File: src/rtl/rast_pkg.sv
// shared types and constants for the lazy range-assign / range-sum tree
// no dependencies
package rast_pkg;

  localparam int SUM_W = 42;
  localparam int VAL_W = 32;
  localparam int RNG_W = 10;

  typedef enum logic [1:0] {
    REQ_ASSIGN = 2'd0,
    REQ_QUERY  = 2'd1,
    REQ_CLEAR  = 2'd2,
    REQ_NONE   = 2'd3
  } req_kind_t;

  typedef enum logic [3:0] {
    ST_CLR,
    ST_IDLE,
    ST_RD,
    ST_EVAL,
    ST_WR1,
    ST_WR2,
    ST_WR3,
    ST_DEC,
    ST_RET,
    ST_FIN
  } walk_state_t;

  // pending assignment of one node
  typedef struct packed {
    logic             flag;
    logic [VAL_W-1:0] pval;
  } mark_t;

  // memory strobes from the sequencer
  typedef struct packed {
    logic rd_en;
    logic tot_we;
    logic mark_we;
  } mem_ctl_t;

endpackage

File: src/rtl/rast_walk.sv
// tree walk sequencer: explicit frame stack, lazy push-down, clearing sweep
// depends on rast_pkg; drives rast_mem
module rast_walk #(
  parameter int POSITIONS = 1024,
  parameter int NODE_W    = 12
) (
  input  logic                       clk,
  input  logic                       rst_n,
  input  logic                       in_valid,
  output logic                       in_ready,
  input  logic [1:0]                 in_kind,
  input  logic [rast_pkg::RNG_W-1:0] in_lo,
  input  logic [rast_pkg::RNG_W-1:0] in_hi,
  input  logic [rast_pkg::VAL_W-1:0] in_value,
  output logic                       out_valid,
  input  logic                       out_ready,
  output logic [rast_pkg::SUM_W-1:0] out_sum,
  output rast_pkg::mem_ctl_t         ctl,
  output logic [NODE_W-1:0]          rd_addr,
  output logic [NODE_W-1:0]          tot_addr,
  output logic [rast_pkg::SUM_W-1:0] tot_wdata,
  output logic [NODE_W-1:0]          mark_addr,
  output rast_pkg::mark_t            mark_wdata,
  input  logic [rast_pkg::SUM_W-1:0] tot_q,
  input  rast_pkg::mark_t            mark_q
);
  import rast_pkg::*;

  localparam int POS_W = $clog2(POSITIONS);
  localparam int CW    = (POS_W > RNG_W) ? POS_W : RNG_W;
  localparam int LEN_W = POS_W + 1;
  localparam int PRD_W = VAL_W + LEN_W;
  localparam int SD    = POS_W + 1;
  localparam int SI_W  = $clog2(SD);
  localparam int SP_W  = $clog2(SD + 1);
  localparam logic [NODE_W-1:0] LAST_NODE = NODE_W'((1 << NODE_W) - 1);
  localparam logic [POS_W-1:0]  TOP_POS   = POS_W'(POSITIONS - 1);

  walk_state_t       state_r, state_nxt;
  logic [NODE_W-1:0] cnt_r, cnt_nxt;
  logic              query_r, query_nxt;
  logic [CW-1:0]     a_r, a_nxt, b_r, b_nxt;
  logic [VAL_W-1:0]  v_r, v_nxt;
  logic [NODE_W-1:0] n_r, n_nxt;
  logic [POS_W-1:0]  lo_r, lo_nxt, hi_r, hi_nxt;
  logic [SUM_W-1:0]  prod_r, prod_nxt;
  logic [SUM_W-1:0]  tot_r, tot_nxt;
  logic [SUM_W-1:0]  ret_r, ret_nxt;
  logic [VAL_W-1:0]  mval_r, mval_nxt;
  logic              flag_r, flag_nxt;
  logic              acov_r, acov_nxt;
  logic              outside_r, outside_nxt;
  logic              covered_r, covered_nxt;
  logic [SP_W-1:0]   sp_r, sp_nxt;
  logic              ovld_r, ovld_nxt;
  logic [SUM_W-1:0]  osum_r, osum_nxt;

  // frame stack, read at the top only
  logic [NODE_W-1:0] stk_n_r   [SD];
  logic [POS_W-1:0]  stk_lo_r  [SD];
  logic [POS_W-1:0]  stk_hi_r  [SD];
  logic              stk_ph_r  [SD];
  logic [SUM_W-1:0]  stk_acc_r [SD];
  logic              push_en, upd_en;

  logic [SI_W-1:0]   ti;
  logic [NODE_W-1:0] t_n;
  logic [POS_W-1:0]  t_lo, t_hi, t_mid, mid;
  logic              t_ph;
  logic [SUM_W-1:0]  t_acc, sum_res;
  logic [LEN_W-1:0]  len;
  logic [CW-1:0]     lo_c, hi_c;
  logic              outside_c, covered_c, acov_c;
  logic [VAL_W-1:0]  op_c;
  logic [PRD_W-1:0]  prod_full;
  logic [SUM_W-1:0]  new_tot;
  logic              touch;

  assign ti      = SI_W'(sp_r - SP_W'(1));
  assign t_n     = stk_n_r[ti];
  assign t_lo    = stk_lo_r[ti];
  assign t_hi    = stk_hi_r[ti];
  assign t_ph    = stk_ph_r[ti];
  assign t_acc   = stk_acc_r[ti];
  assign t_mid   = t_lo + ((t_hi - t_lo) >> 1);
  assign mid     = lo_r + ((hi_r - lo_r) >> 1);
  assign sum_res = t_acc + ret_r;

  // node classification against the request range
  assign lo_c      = CW'(lo_r);
  assign hi_c      = CW'(hi_r);
  assign outside_c = (hi_c < a_r) || (lo_c > b_r);
  assign covered_c = (lo_c >= a_r) && (hi_c <= b_r);
  assign acov_c    = !query_r && covered_c;
  assign len       = LEN_W'(hi_r) - LEN_W'(lo_r) + LEN_W'(1);
  assign op_c      = acov_c ? v_r : mark_q.pval;
  assign prod_full = PRD_W'(op_c) * PRD_W'(len);
  assign touch     = acov_r || flag_r;
  assign new_tot   = touch ? prod_r : tot_r;

  assign in_ready  = (state_r == ST_IDLE);
  assign out_valid = ovld_r;
  assign out_sum   = osum_r;

  // state and control registers
  always_ff @(posedge clk) begin
    if (!rst_n) begin
      state_r <= ST_CLR;
      cnt_r   <= '0;
      sp_r    <= '0;
      ovld_r  <= 1'b0;
    end else begin
      state_r <= state_nxt;
      cnt_r   <= cnt_nxt;
      sp_r    <= sp_nxt;
      ovld_r  <= ovld_nxt;
    end
  end

  // payload registers
  always_ff @(posedge clk) begin
    query_r   <= query_nxt;
    a_r       <= a_nxt;
    b_r       <= b_nxt;
    v_r       <= v_nxt;
    n_r       <= n_nxt;
    lo_r      <= lo_nxt;
    hi_r      <= hi_nxt;
    prod_r    <= prod_nxt;
    tot_r     <= tot_nxt;
    ret_r     <= ret_nxt;
    mval_r    <= mval_nxt;
    flag_r    <= flag_nxt;
    acov_r    <= acov_nxt;
    outside_r <= outside_nxt;
    covered_r <= covered_nxt;
    osum_r    <= osum_nxt;
  end

  // frame stack writes
  always_ff @(posedge clk) begin
    if (push_en) begin
      stk_n_r[sp_r[SI_W-1:0]]   <= n_r;
      stk_lo_r[sp_r[SI_W-1:0]]  <= lo_r;
      stk_hi_r[sp_r[SI_W-1:0]]  <= hi_r;
      stk_ph_r[sp_r[SI_W-1:0]]  <= 1'b0;
      stk_acc_r[sp_r[SI_W-1:0]] <= '0;
    end
    if (upd_en) begin
      stk_ph_r[ti]  <= 1'b1;
      stk_acc_r[ti] <= ret_r;
    end
  end

  // next state and memory strobes
  always_comb begin
    state_nxt   = state_r;
    cnt_nxt     = cnt_r;
    query_nxt   = query_r;
    a_nxt       = a_r;
    b_nxt       = b_r;
    v_nxt       = v_r;
    n_nxt       = n_r;
    lo_nxt      = lo_r;
    hi_nxt      = hi_r;
    prod_nxt    = prod_r;
    tot_nxt     = tot_r;
    ret_nxt     = ret_r;
    mval_nxt    = mval_r;
    flag_nxt    = flag_r;
    acov_nxt    = acov_r;
    outside_nxt = outside_r;
    covered_nxt = covered_r;
    sp_nxt      = sp_r;
    osum_nxt    = osum_r;
    ovld_nxt    = ovld_r && !out_ready;
    push_en     = 1'b0;
    upd_en      = 1'b0;
    ctl         = '0;
    rd_addr     = n_r;
    tot_addr    = n_r;
    tot_wdata   = new_tot;
    mark_addr   = n_r;
    mark_wdata  = '0;

    case (state_r)
      // sweep every node to zero total and no mark
      ST_CLR: begin
        ctl.tot_we  = 1'b1;
        ctl.mark_we = 1'b1;
        tot_addr    = cnt_r;
        mark_addr   = cnt_r;
        tot_wdata   = '0;
        cnt_nxt     = cnt_r + NODE_W'(1);
        if (cnt_r == LAST_NODE) begin
          state_nxt = ST_IDLE;
        end
      end
      ST_IDLE: begin
        if (in_valid) begin
          query_nxt = (in_kind == REQ_QUERY);
          a_nxt     = CW'(in_lo);
          b_nxt     = CW'(in_hi);
          v_nxt     = in_value;
          n_nxt     = NODE_W'(1);
          lo_nxt    = '0;
          hi_nxt    = TOP_POS;
          sp_nxt    = '0;
          case (in_kind)
            REQ_ASSIGN, REQ_QUERY: state_nxt = ST_RD;
            REQ_CLEAR: begin
              cnt_nxt   = '0;
              state_nxt = ST_CLR;
            end
            default: state_nxt = ST_IDLE;
          endcase
        end
      end
      ST_RD: begin
        ctl.rd_en = 1'b1;
        state_nxt = ST_EVAL;
      end
      // classify, start the one multiply for this node
      ST_EVAL: begin
        prod_nxt    = SUM_W'(prod_full);
        tot_nxt     = tot_q;
        flag_nxt    = mark_q.flag;
        mval_nxt    = op_c;
        acov_nxt    = acov_c;
        outside_nxt = outside_c;
        covered_nxt = covered_c;
        state_nxt   = ST_WR1;
      end
      // apply pending or new assignment to this node
      ST_WR1: begin
        ctl.tot_we  = touch;
        ctl.mark_we = flag_r;
        tot_nxt     = new_tot;
        state_nxt   = (touch && (lo_r != hi_r)) ? ST_WR2 : ST_DEC;
      end
      ST_WR2: begin
        ctl.mark_we = 1'b1;
        mark_addr   = {n_r[NODE_W-2:0], 1'b0};
        mark_wdata  = '{flag: 1'b1, pval: mval_r};
        state_nxt   = ST_WR3;
      end
      ST_WR3: begin
        ctl.mark_we = 1'b1;
        mark_addr   = {n_r[NODE_W-2:0], 1'b1};
        mark_wdata  = '{flag: 1'b1, pval: mval_r};
        state_nxt   = ST_DEC;
      end
      ST_DEC: begin
        if (outside_r) begin
          ret_nxt   = query_r ? '0 : tot_r;
          state_nxt = ST_RET;
        end else if (covered_r) begin
          ret_nxt   = tot_r;
          state_nxt = ST_RET;
        end else begin
          push_en   = 1'b1;
          sp_nxt    = sp_r + SP_W'(1);
          n_nxt     = {n_r[NODE_W-2:0], 1'b0};
          hi_nxt    = mid;
          state_nxt = ST_RD;
        end
      end
      // hand a child result back to its parent frame; start the right child or end the walk
      ST_RET: begin
        if (sp_r == '0) begin
          state_nxt = query_r ? ST_FIN : ST_IDLE;
        end else if (!t_ph) begin
          upd_en    = 1'b1;
          n_nxt     = {t_n[NODE_W-2:0], 1'b1};
          lo_nxt    = t_mid + POS_W'(1);
          hi_nxt    = t_hi;
          state_nxt = ST_RD;
        end else begin
          ctl.tot_we = !query_r;
          tot_addr   = t_n;
          tot_wdata  = sum_res;
          ret_nxt    = sum_res;
          sp_nxt     = sp_r - SP_W'(1);
        end
      end
      ST_FIN: begin
        if (!ovld_r || out_ready) begin
          ovld_nxt  = 1'b1;
          osum_nxt  = ret_r;
          state_nxt = ST_IDLE;
        end
      end
      default: state_nxt = ST_IDLE;
    endcase
  end

`ifndef SYNTH
  a_sp_bound: assert property (@(posedge clk) disable iff (!rst_n) sp_r <= SP_W'(SD))
    else $error("frame stack overflow");
  a_fin_query: assert property (@(posedge clk) disable iff (!rst_n)
    state_r == ST_FIN |-> query_r)
    else $error("result pending for a non-query item");
  a_rd_eval: assert property (@(posedge clk) disable iff (!rst_n)
    state_r == ST_RD |=> state_r == ST_EVAL)
    else $error("read not followed by evaluate");
  a_no_take_busy: assert property (@(posedge clk) disable iff (!rst_n)
    (state_r == ST_CLR || state_r == ST_RET) |-> !in_ready)
    else $error("item taken during a walk or sweep");
`endif

endmodule

File: config.mk
export PLATFORM = sky130hd
export DESIGN_NAME = rast_walk
export DESIGN_NICKNAME = d
export VERILOG_FILES = /design/src/rtl/rast_pkg.sv /design/src/rtl/rast_walk.sv
export SDC_FILE = /design/constraint.sdc
export NUM_CORES = 2
export LEC_CHECK = 0
export BUFFER_PORTS_ARGS = -buffer_cell sky130_fd_sc_hd__buf_4
export CAP_MARGIN = 5
export CORE_ASPECT_RATIO = 1.75
export CORE_UTILIZATION = 66
export DETAILED_ROUTE_END_ITERATION = 10
export PLACE_DENSITY = 0.82
export SLEW_MARGIN = 20
export SYNTH_ARGS = -nofsm -noshare
export SYNTH_HDL_FRONTEND = slang
export SYNTH_SLANG_ARGS = --single-unit
File: constraint.sdc
create_clock -name clk -period 22.6 [get_ports clk]
set_input_delay 3.39 -clock clk [delete_from_list [all_inputs] [get_ports clk]]
set_output_delay 3.39 -clock clk [all_outputs]
set_load 0.02 [all_outputs]
## Yosys cells after proc, flatten, opt, wreduce, memory -nomap -nowiden

Memories as Yosys holds them, arrays and structs flattened.
Cells that the tools add are included.

| storage, ports and cells | value |
|---|---|
| memory bits (writable) | 825 |
| output and inout bits | 158 |
| logic and storage cells | 172 |
| register bits | 310 |
| memories | 5 |
| bits of input ports | 133 |

Memory list:

| memory | depth | bits a word | read ports | clocked after memory_dff | wr ports | RTL line | RTL |
|---|---|---|---|---|---|---|---|
| stk_acc_r | 11 | 42 | 1 | 0 | 1 | rast_walk.sv:63 | `logic [SUM_W-1:0] stk_acc_r [SD];` |
| stk_n_r | 11 | 12 | 1 | 0 | 1 | rast_walk.sv:59 | `logic [NODE_W-1:0] stk_n_r [SD];` |
| stk_hi_r | 11 | 10 | 1 | 0 | 1 | rast_walk.sv:61 | `logic [POS_W-1:0] stk_hi_r [SD];` |
| stk_lo_r | 11 | 10 | 1 | 0 | 1 | rast_walk.sv:60 | `logic [POS_W-1:0] stk_lo_r [SD];` |
| stk_ph_r | 11 | 1 | 1 | 0 | 1 | rast_walk.sv:62 | `logic stk_ph_r [SD];` |

| cells by class | value |
|---|---|
| $lt $le $gt $ge | 4 |
| eq/ne operators | 24 |
| multiply operators | 1 |
| reduce and logical (&&, ||, !) cells | 31 |
| add/sub/neg operators | 11 |
| mux-type cells | 76 |

Operator list:

| operator | number |
|---|---|
| $mux 42 | 9 |
| $pmux 42 s2 | 3 |
| $mux 12 | 9 |
| $mux 10 | 8 |
| $pmux 12 s3 | 2 |
| $mux 4 | 15 |
| $pmux 12 s2 | 2 |
| $add 42x42->42 | 1 |
| $mul 32x11->42 | 1 |
| $reduce_or 42->1 | 1 |
| $pmux 4 s10 | 1 |
| $mux 33 | 1 |
| $mux 32 | 1 |
| $pmux 10 s3 | 1 |
| $add 10x9->10 | 2 |
| $pmux 10 s2 | 1 |
| $sub 10x10->10 | 2 |
| $mux 1 | 18 |
| $eq 4x3->1 const B | 4 |
| $ne 2x2->1 const B | 8 |
| $add 12x1->12 const B | 1 |
| $eq 12x12->1 const B | 1 |
| $pmux 4 s3 | 1 |
| $reduce_and 4->1 | 3 |
| other kinds (34) | 51 |

## Depth between registers and ports, before layout

An unclocked memory read counts as a cell.

| depth | value |
|---|---|
| word-level depth | 9 |
| gate-level depth with buffers | 36 |
| depth with buffers taken out | 36 |

## Worst setup path after synthesis

No wires, ideal clock.

| path | value |
|---|---|
| path type | register -> output |
| start point | register sp_r[0] |
| end point | output port tot_wdata[39] (netlist name) |
| slack | 13.232 ns |
| stages on the path, launching flop included | 24 |
| data arrival time | 5.978 ns |
| data required time | 19.210 ns |
| cells stage by stage | dfxtp_1 -> buf_6 -> buf_2 -> inv_1 -> ha_1 -> buf_2 -> buf_2 -> clkbuf_1 -> clkbuf_1 -> clkbuf_1 -> mux4_2 -> mux2i_1 -> a21oi_1 -> ha_1 -> a2111oi_2 -> o21ai_1 -> and4b_1 -> o211ai_1 -> a31oi_1 -> o311a_1 -> o2111ai_1 -> a21oi_1 -> o21a_1 -> o32ai_1 |

| between the ends | value |
|---|---|
| cells in the longest elaborated chain, start to end | 6 |
| elaborated cells on any way between the ends | 8 |
| classes of those cells | add/sub: 2; mux: 3; reduce/logical: 1; memory: 2 |

RTL lines:

| element | RTL line | RTL |
|---|---|---|
| start: declaration | rast_walk.sv:54 | `logic [SP_W-1:0] sp_r, sp_nxt;` |
| start signal: assignment | rast_walk.sv:115 | `sp_r <= sp_nxt;` |
| $sub 4x1->4 | rast_walk.sv:79 | `assign ti = SI_W'(sp_r - SP_W'(1));` |
| $mem_v2 11x42 | - |  |
| $add 42x42->42 | rast_walk.sv:87 | `assign sum_res = t_acc + ret_r;` |
| $mux 42 | rast_walk.sv:272 | `end else if (!t_ph) begin` |
| $mux 42 (*) | rast_walk.sv:270 | `if (sp_r == '0) begin` |
| $pmux 42 s2 (*) | rast_walk.sv:186 | `case (state_r)` |
| end: declaration | rast_walk.sv:21 | `output logic [rast_pkg::SUM_W-1:0] tot_wdata,` |

Mark *: on every way between the ends. The rest lies on a longest branch, timed or not.

## Final worst setup path

| path | value |
|---|---|
| start point | register sp_r[0] |
| end point | output port tot_wdata[32] (netlist name) |

Same word-level chain as after synthesis.

==> flow_metrics.tcl <==
set metrics [dict create \
    rsz0062_at_grt "false" \
    reg2reg_depth 28 \
    layout_commonest_cell "edfxtp_1" \
    wl_met2_um 79100 \
    die_x_um 230 \
    syn-mean-instance-area_sq_um 13.8 \
    nets 5257 \
    clock_latency_ps 720 \
    async_flop_share_pct 0 \
    slew_headroom_pct 23.4 \
    clock_sinks 1135 \
    crit_arrival_ps 8250 \
    h-tree-depth 3 \
    antenna_found_initial 2 \
    fmax_mhz 85.9 \
    overflow 0 \
    vdd_drop_max_v 0.0000683 \
    min_path_type "reg -> reg" \
    path_class "reg -> out" \
    hold_start "ret_r[28]" \
    synth_area_sq_mm 0.0601 \
    clk_path_buf_depth 3 \
    crit_chain "inv_1 -> ha_4 -> inv_4 -> buf_4 -> buf_4 -> nor2_1 -> a211oi_1 -> a21oi_1 -> ha_1 -> a21o_1 -> a21o_1 -> a21oi_1 -> o211a_1 -> a21oi_1 -> a221o_1 -> a41oi_1 -> o21ai_0 -> mux2_2 -> o311ai_0 -> buf_4" \
    hold_viol 0 \
    fin_cells 5902 \
    avgRoutedWirePerCell_um 27.0 \
    synthToLayoutAreaGrowth_pct 11.6 \
    clock_skew_ps 34.4 \
    worstMarginPinSlew_ps 1140 \
    num_rows 146 \
    final_cell_mix "1114 x edfxtp_1, 362 x buf_4, 351 x inv_1" \
    topRoutingLayerUsed "met5" \
    start_util_pct 66.5 \
    routed_wirelength_um 160000 \
    worstSetupEndpointType "output pin" \
    dieArea_sq_mm 0.0923 \
    power_density_mw_per_mm2 70.3 \
    grt_usage_pct 35.0 \
    firstDrtPassIters 8 \
    clock_tree.root_cell "clkbuf_16" \
    wl_met1_um 55900 \
    grt_pass1_vias 39800 \
    hold_buffers 0 \
    crit_path_start_kind "flip-flop" \
    yosys.cell_types.count 81 \
    synth_edf_count 1114 \
    syn_inst 4366 \
    ios 291 \
    holdWs_ps 510 \
    critPathBufInv 5 \
    finalWeightedCongestion 0.958 \
    worstPathRequired_ps 19210 \
    fin_tns_setup_ps 0 \
    drc 0 \
    die_h_um 401 \
    viasPerCell 6.56 \
    hold_end "out_sum[28]" \
    vias 38700 \
    regToRegSetupSlack_ps 12680 \
    dp_cells 5721 \
    slowest_delay_ps 920 \
    synth_fp_nets 4989 \
    grt_start_max_net_pins 74 \
    drive_gt1_share_pct 15.6 \
    core_region_area_sq_mm 0.0904 \
    yosys_most_used_dff "edfxtp_1" \
    maxSlewViolCount 0 \
    finalCriticalPeriod_ps 11640 \
    cts-buffers-inserted 95 \
    cts_resized 0 \
    crit_fanout 61 \
    worst_path_max_delay_cell "dfxtp_4" \
    ys_seq_elements 1135 \
    cp_top_family "compound AO/OA/AOI/OAI gates" \
    antenna_left 0 \
    min_path_cells 0 \
    r2r_start "hi_c[1]" \
    power_leakage_nw 26.6 \
    ys_seq_area_share_pct 56.4 \
    place_hpwl_um 107000 \
    ys_warn_count 0 \
    post-cts-setup-buffer-count 0 \
    status "completed" \
    cts_tree "built" \
    setup_viol 0 \
    cap_violations 0 \
    grt_pass1_wl_um 238000 \
    path_clk_slew_ps 70 \
    first_iter_violations 4362 \
    port_buffers 290 \
    timing.rr.end "prod_r[40]" \
    finalCritPeriodShare_pct 51.5 \
    wl_met3_um 16900 \
]
## state kept, by name, summed over array words and instances (netlist names), 4 cells and up
register   flops
state_r        4
stk_n_r      132
out_sum       42
stk_acc_r    462
stk_lo_r     110
b_r           10
tot_r         42
stk_ph_r      11
a_r           10
cnt_r         12
ret_r         42
sp_r           4
stk_hi_r     110
prod_r        42
v_r           32
rd_addr       12
lo_c          10
hi_c          10
mval_r        32
## power by group
part           switching, W  leakage [nW]  internal, W
sequential      0.000000594          11.4      0.00231
clock              0.000775          1.61     0.000943
combinational      0.000408          13.5     0.000281
## kinds of logic (layout without fill, tap and decap cells)
family                   after synthesis  count (layout)  synth area share, %
multiplexers                         379             379                 9.42
flip-flops                          1135            1135                 56.4
AO/OA/AOI/OAI                        699             699                 7.49
other                                  0               1                    0
buffers and inverters                567             918                 3.65
adder cells (fa/ha/maj)              490             490                 13.7
AND/OR/NAND/NOR                      973             973                 7.59
XOR/XNOR                             123             123                 1.80
## through the flow
step | cell area, sq um | util, % | power (W) | setup slack (ps)
global route | 67100 | 74.2 | 0.00487 | 10560
global placement | 63800 | 70.6 | 0.00302 | 12010
floorplan | 60100 | - | 0.00283 | 13230
detailed placement | 63800 | 70.6 | 0.00303 | 11940
CTS | 67100 | 74.2 | 0.00472 | 11160
finish | 67100 | 74.2 | 0.00472 | 10960
## synthesized netlist by cell type, drive strengths merged, types with 5 or more instances
master | instances | area share, %
clkinv | 21 | 0.13
nor3 | 34 | 0.30
dfxtp | 21 | 0.70
mux4 | 148 | 5.5
o31ai | 9 | 0.11
or3 | 8 | 0.083
o211ai | 8 | 0.10
o21a | 12 | 0.15
a22oi | 5 | 0.062
xnor2 | 71 | 1.0
ha | 210 | 4.4
nand2 | 282 | 1.8
buf | 68 | 0.53
and2 | 152 | 1.6
o22ai | 36 | 0.37
mux2 | 11 | 0.21
a21boi | 7 | 0.087
fa | 280 | 9.3
a21o | 76 | 0.95
nand3 | 34 | 0.28
a22o | 6 | 0.087
edfxtp | 1114 | 56
a211o | 9 | 0.13
and3 | 23 | 0.24
a21oi | 229 | 1.9
a221o | 21 | 0.35
nand2b | 55 | 0.57
o21bai | 22 | 0.27
clkbuf | 124 | 0.77
nor2 | 314 | 2.0
mux2i | 220 | 3.7
o21ai | 112 | 0.93
xor2 | 52 | 0.77
nand4 | 17 | 0.18
a211oi | 97 | 1.2
nor2b | 28 | 0.29
or2 | 6 | 0.062
a31oi | 21 | 0.23
inv | 354 | 2.2
## worst max-delay path by stage
stage,cells after the start,end,start,slack (ps)
floorplan,23,tot_wdata[39],sp_r[0],13230
global placement,18,tot_wdata[32],sp_r[0],12010
detailed placement,20,tot_wdata[32],sp_r[0],11940
CTS,20,tot_wdata[32],sp_r[0],11160
global route,20,tot_wdata[36],sp_r[0],10560
finish,20,tot_wdata[32],sp_r[0],10960
## metal layers
metal,track usage [%],vias up
li1,-,16400
met1,44.2,19400
met2,58.4,2455
met3,7.19,486
met4,16.0,4
met5,0,-
## layout make-up
| class | instances | area [sq um] |
|---|---|---|
| Antenna cell | 1 | 2.50 |
| Clock buffer | 108 | 2460 |
| Clock inverter | 72 | 801 |
| Fill cell | 5589 | 23300 |
| Inverter | 375 | 1410 |
| Multi-Input combinational cell | 2664 | 24300 |
| Sequential cell | 1135 | 33900 |
| Tap cell | 1184 | 1480 |
| Timing Repair Buffer | 363 | 2740 |
(Power assumes the default switching activity.)
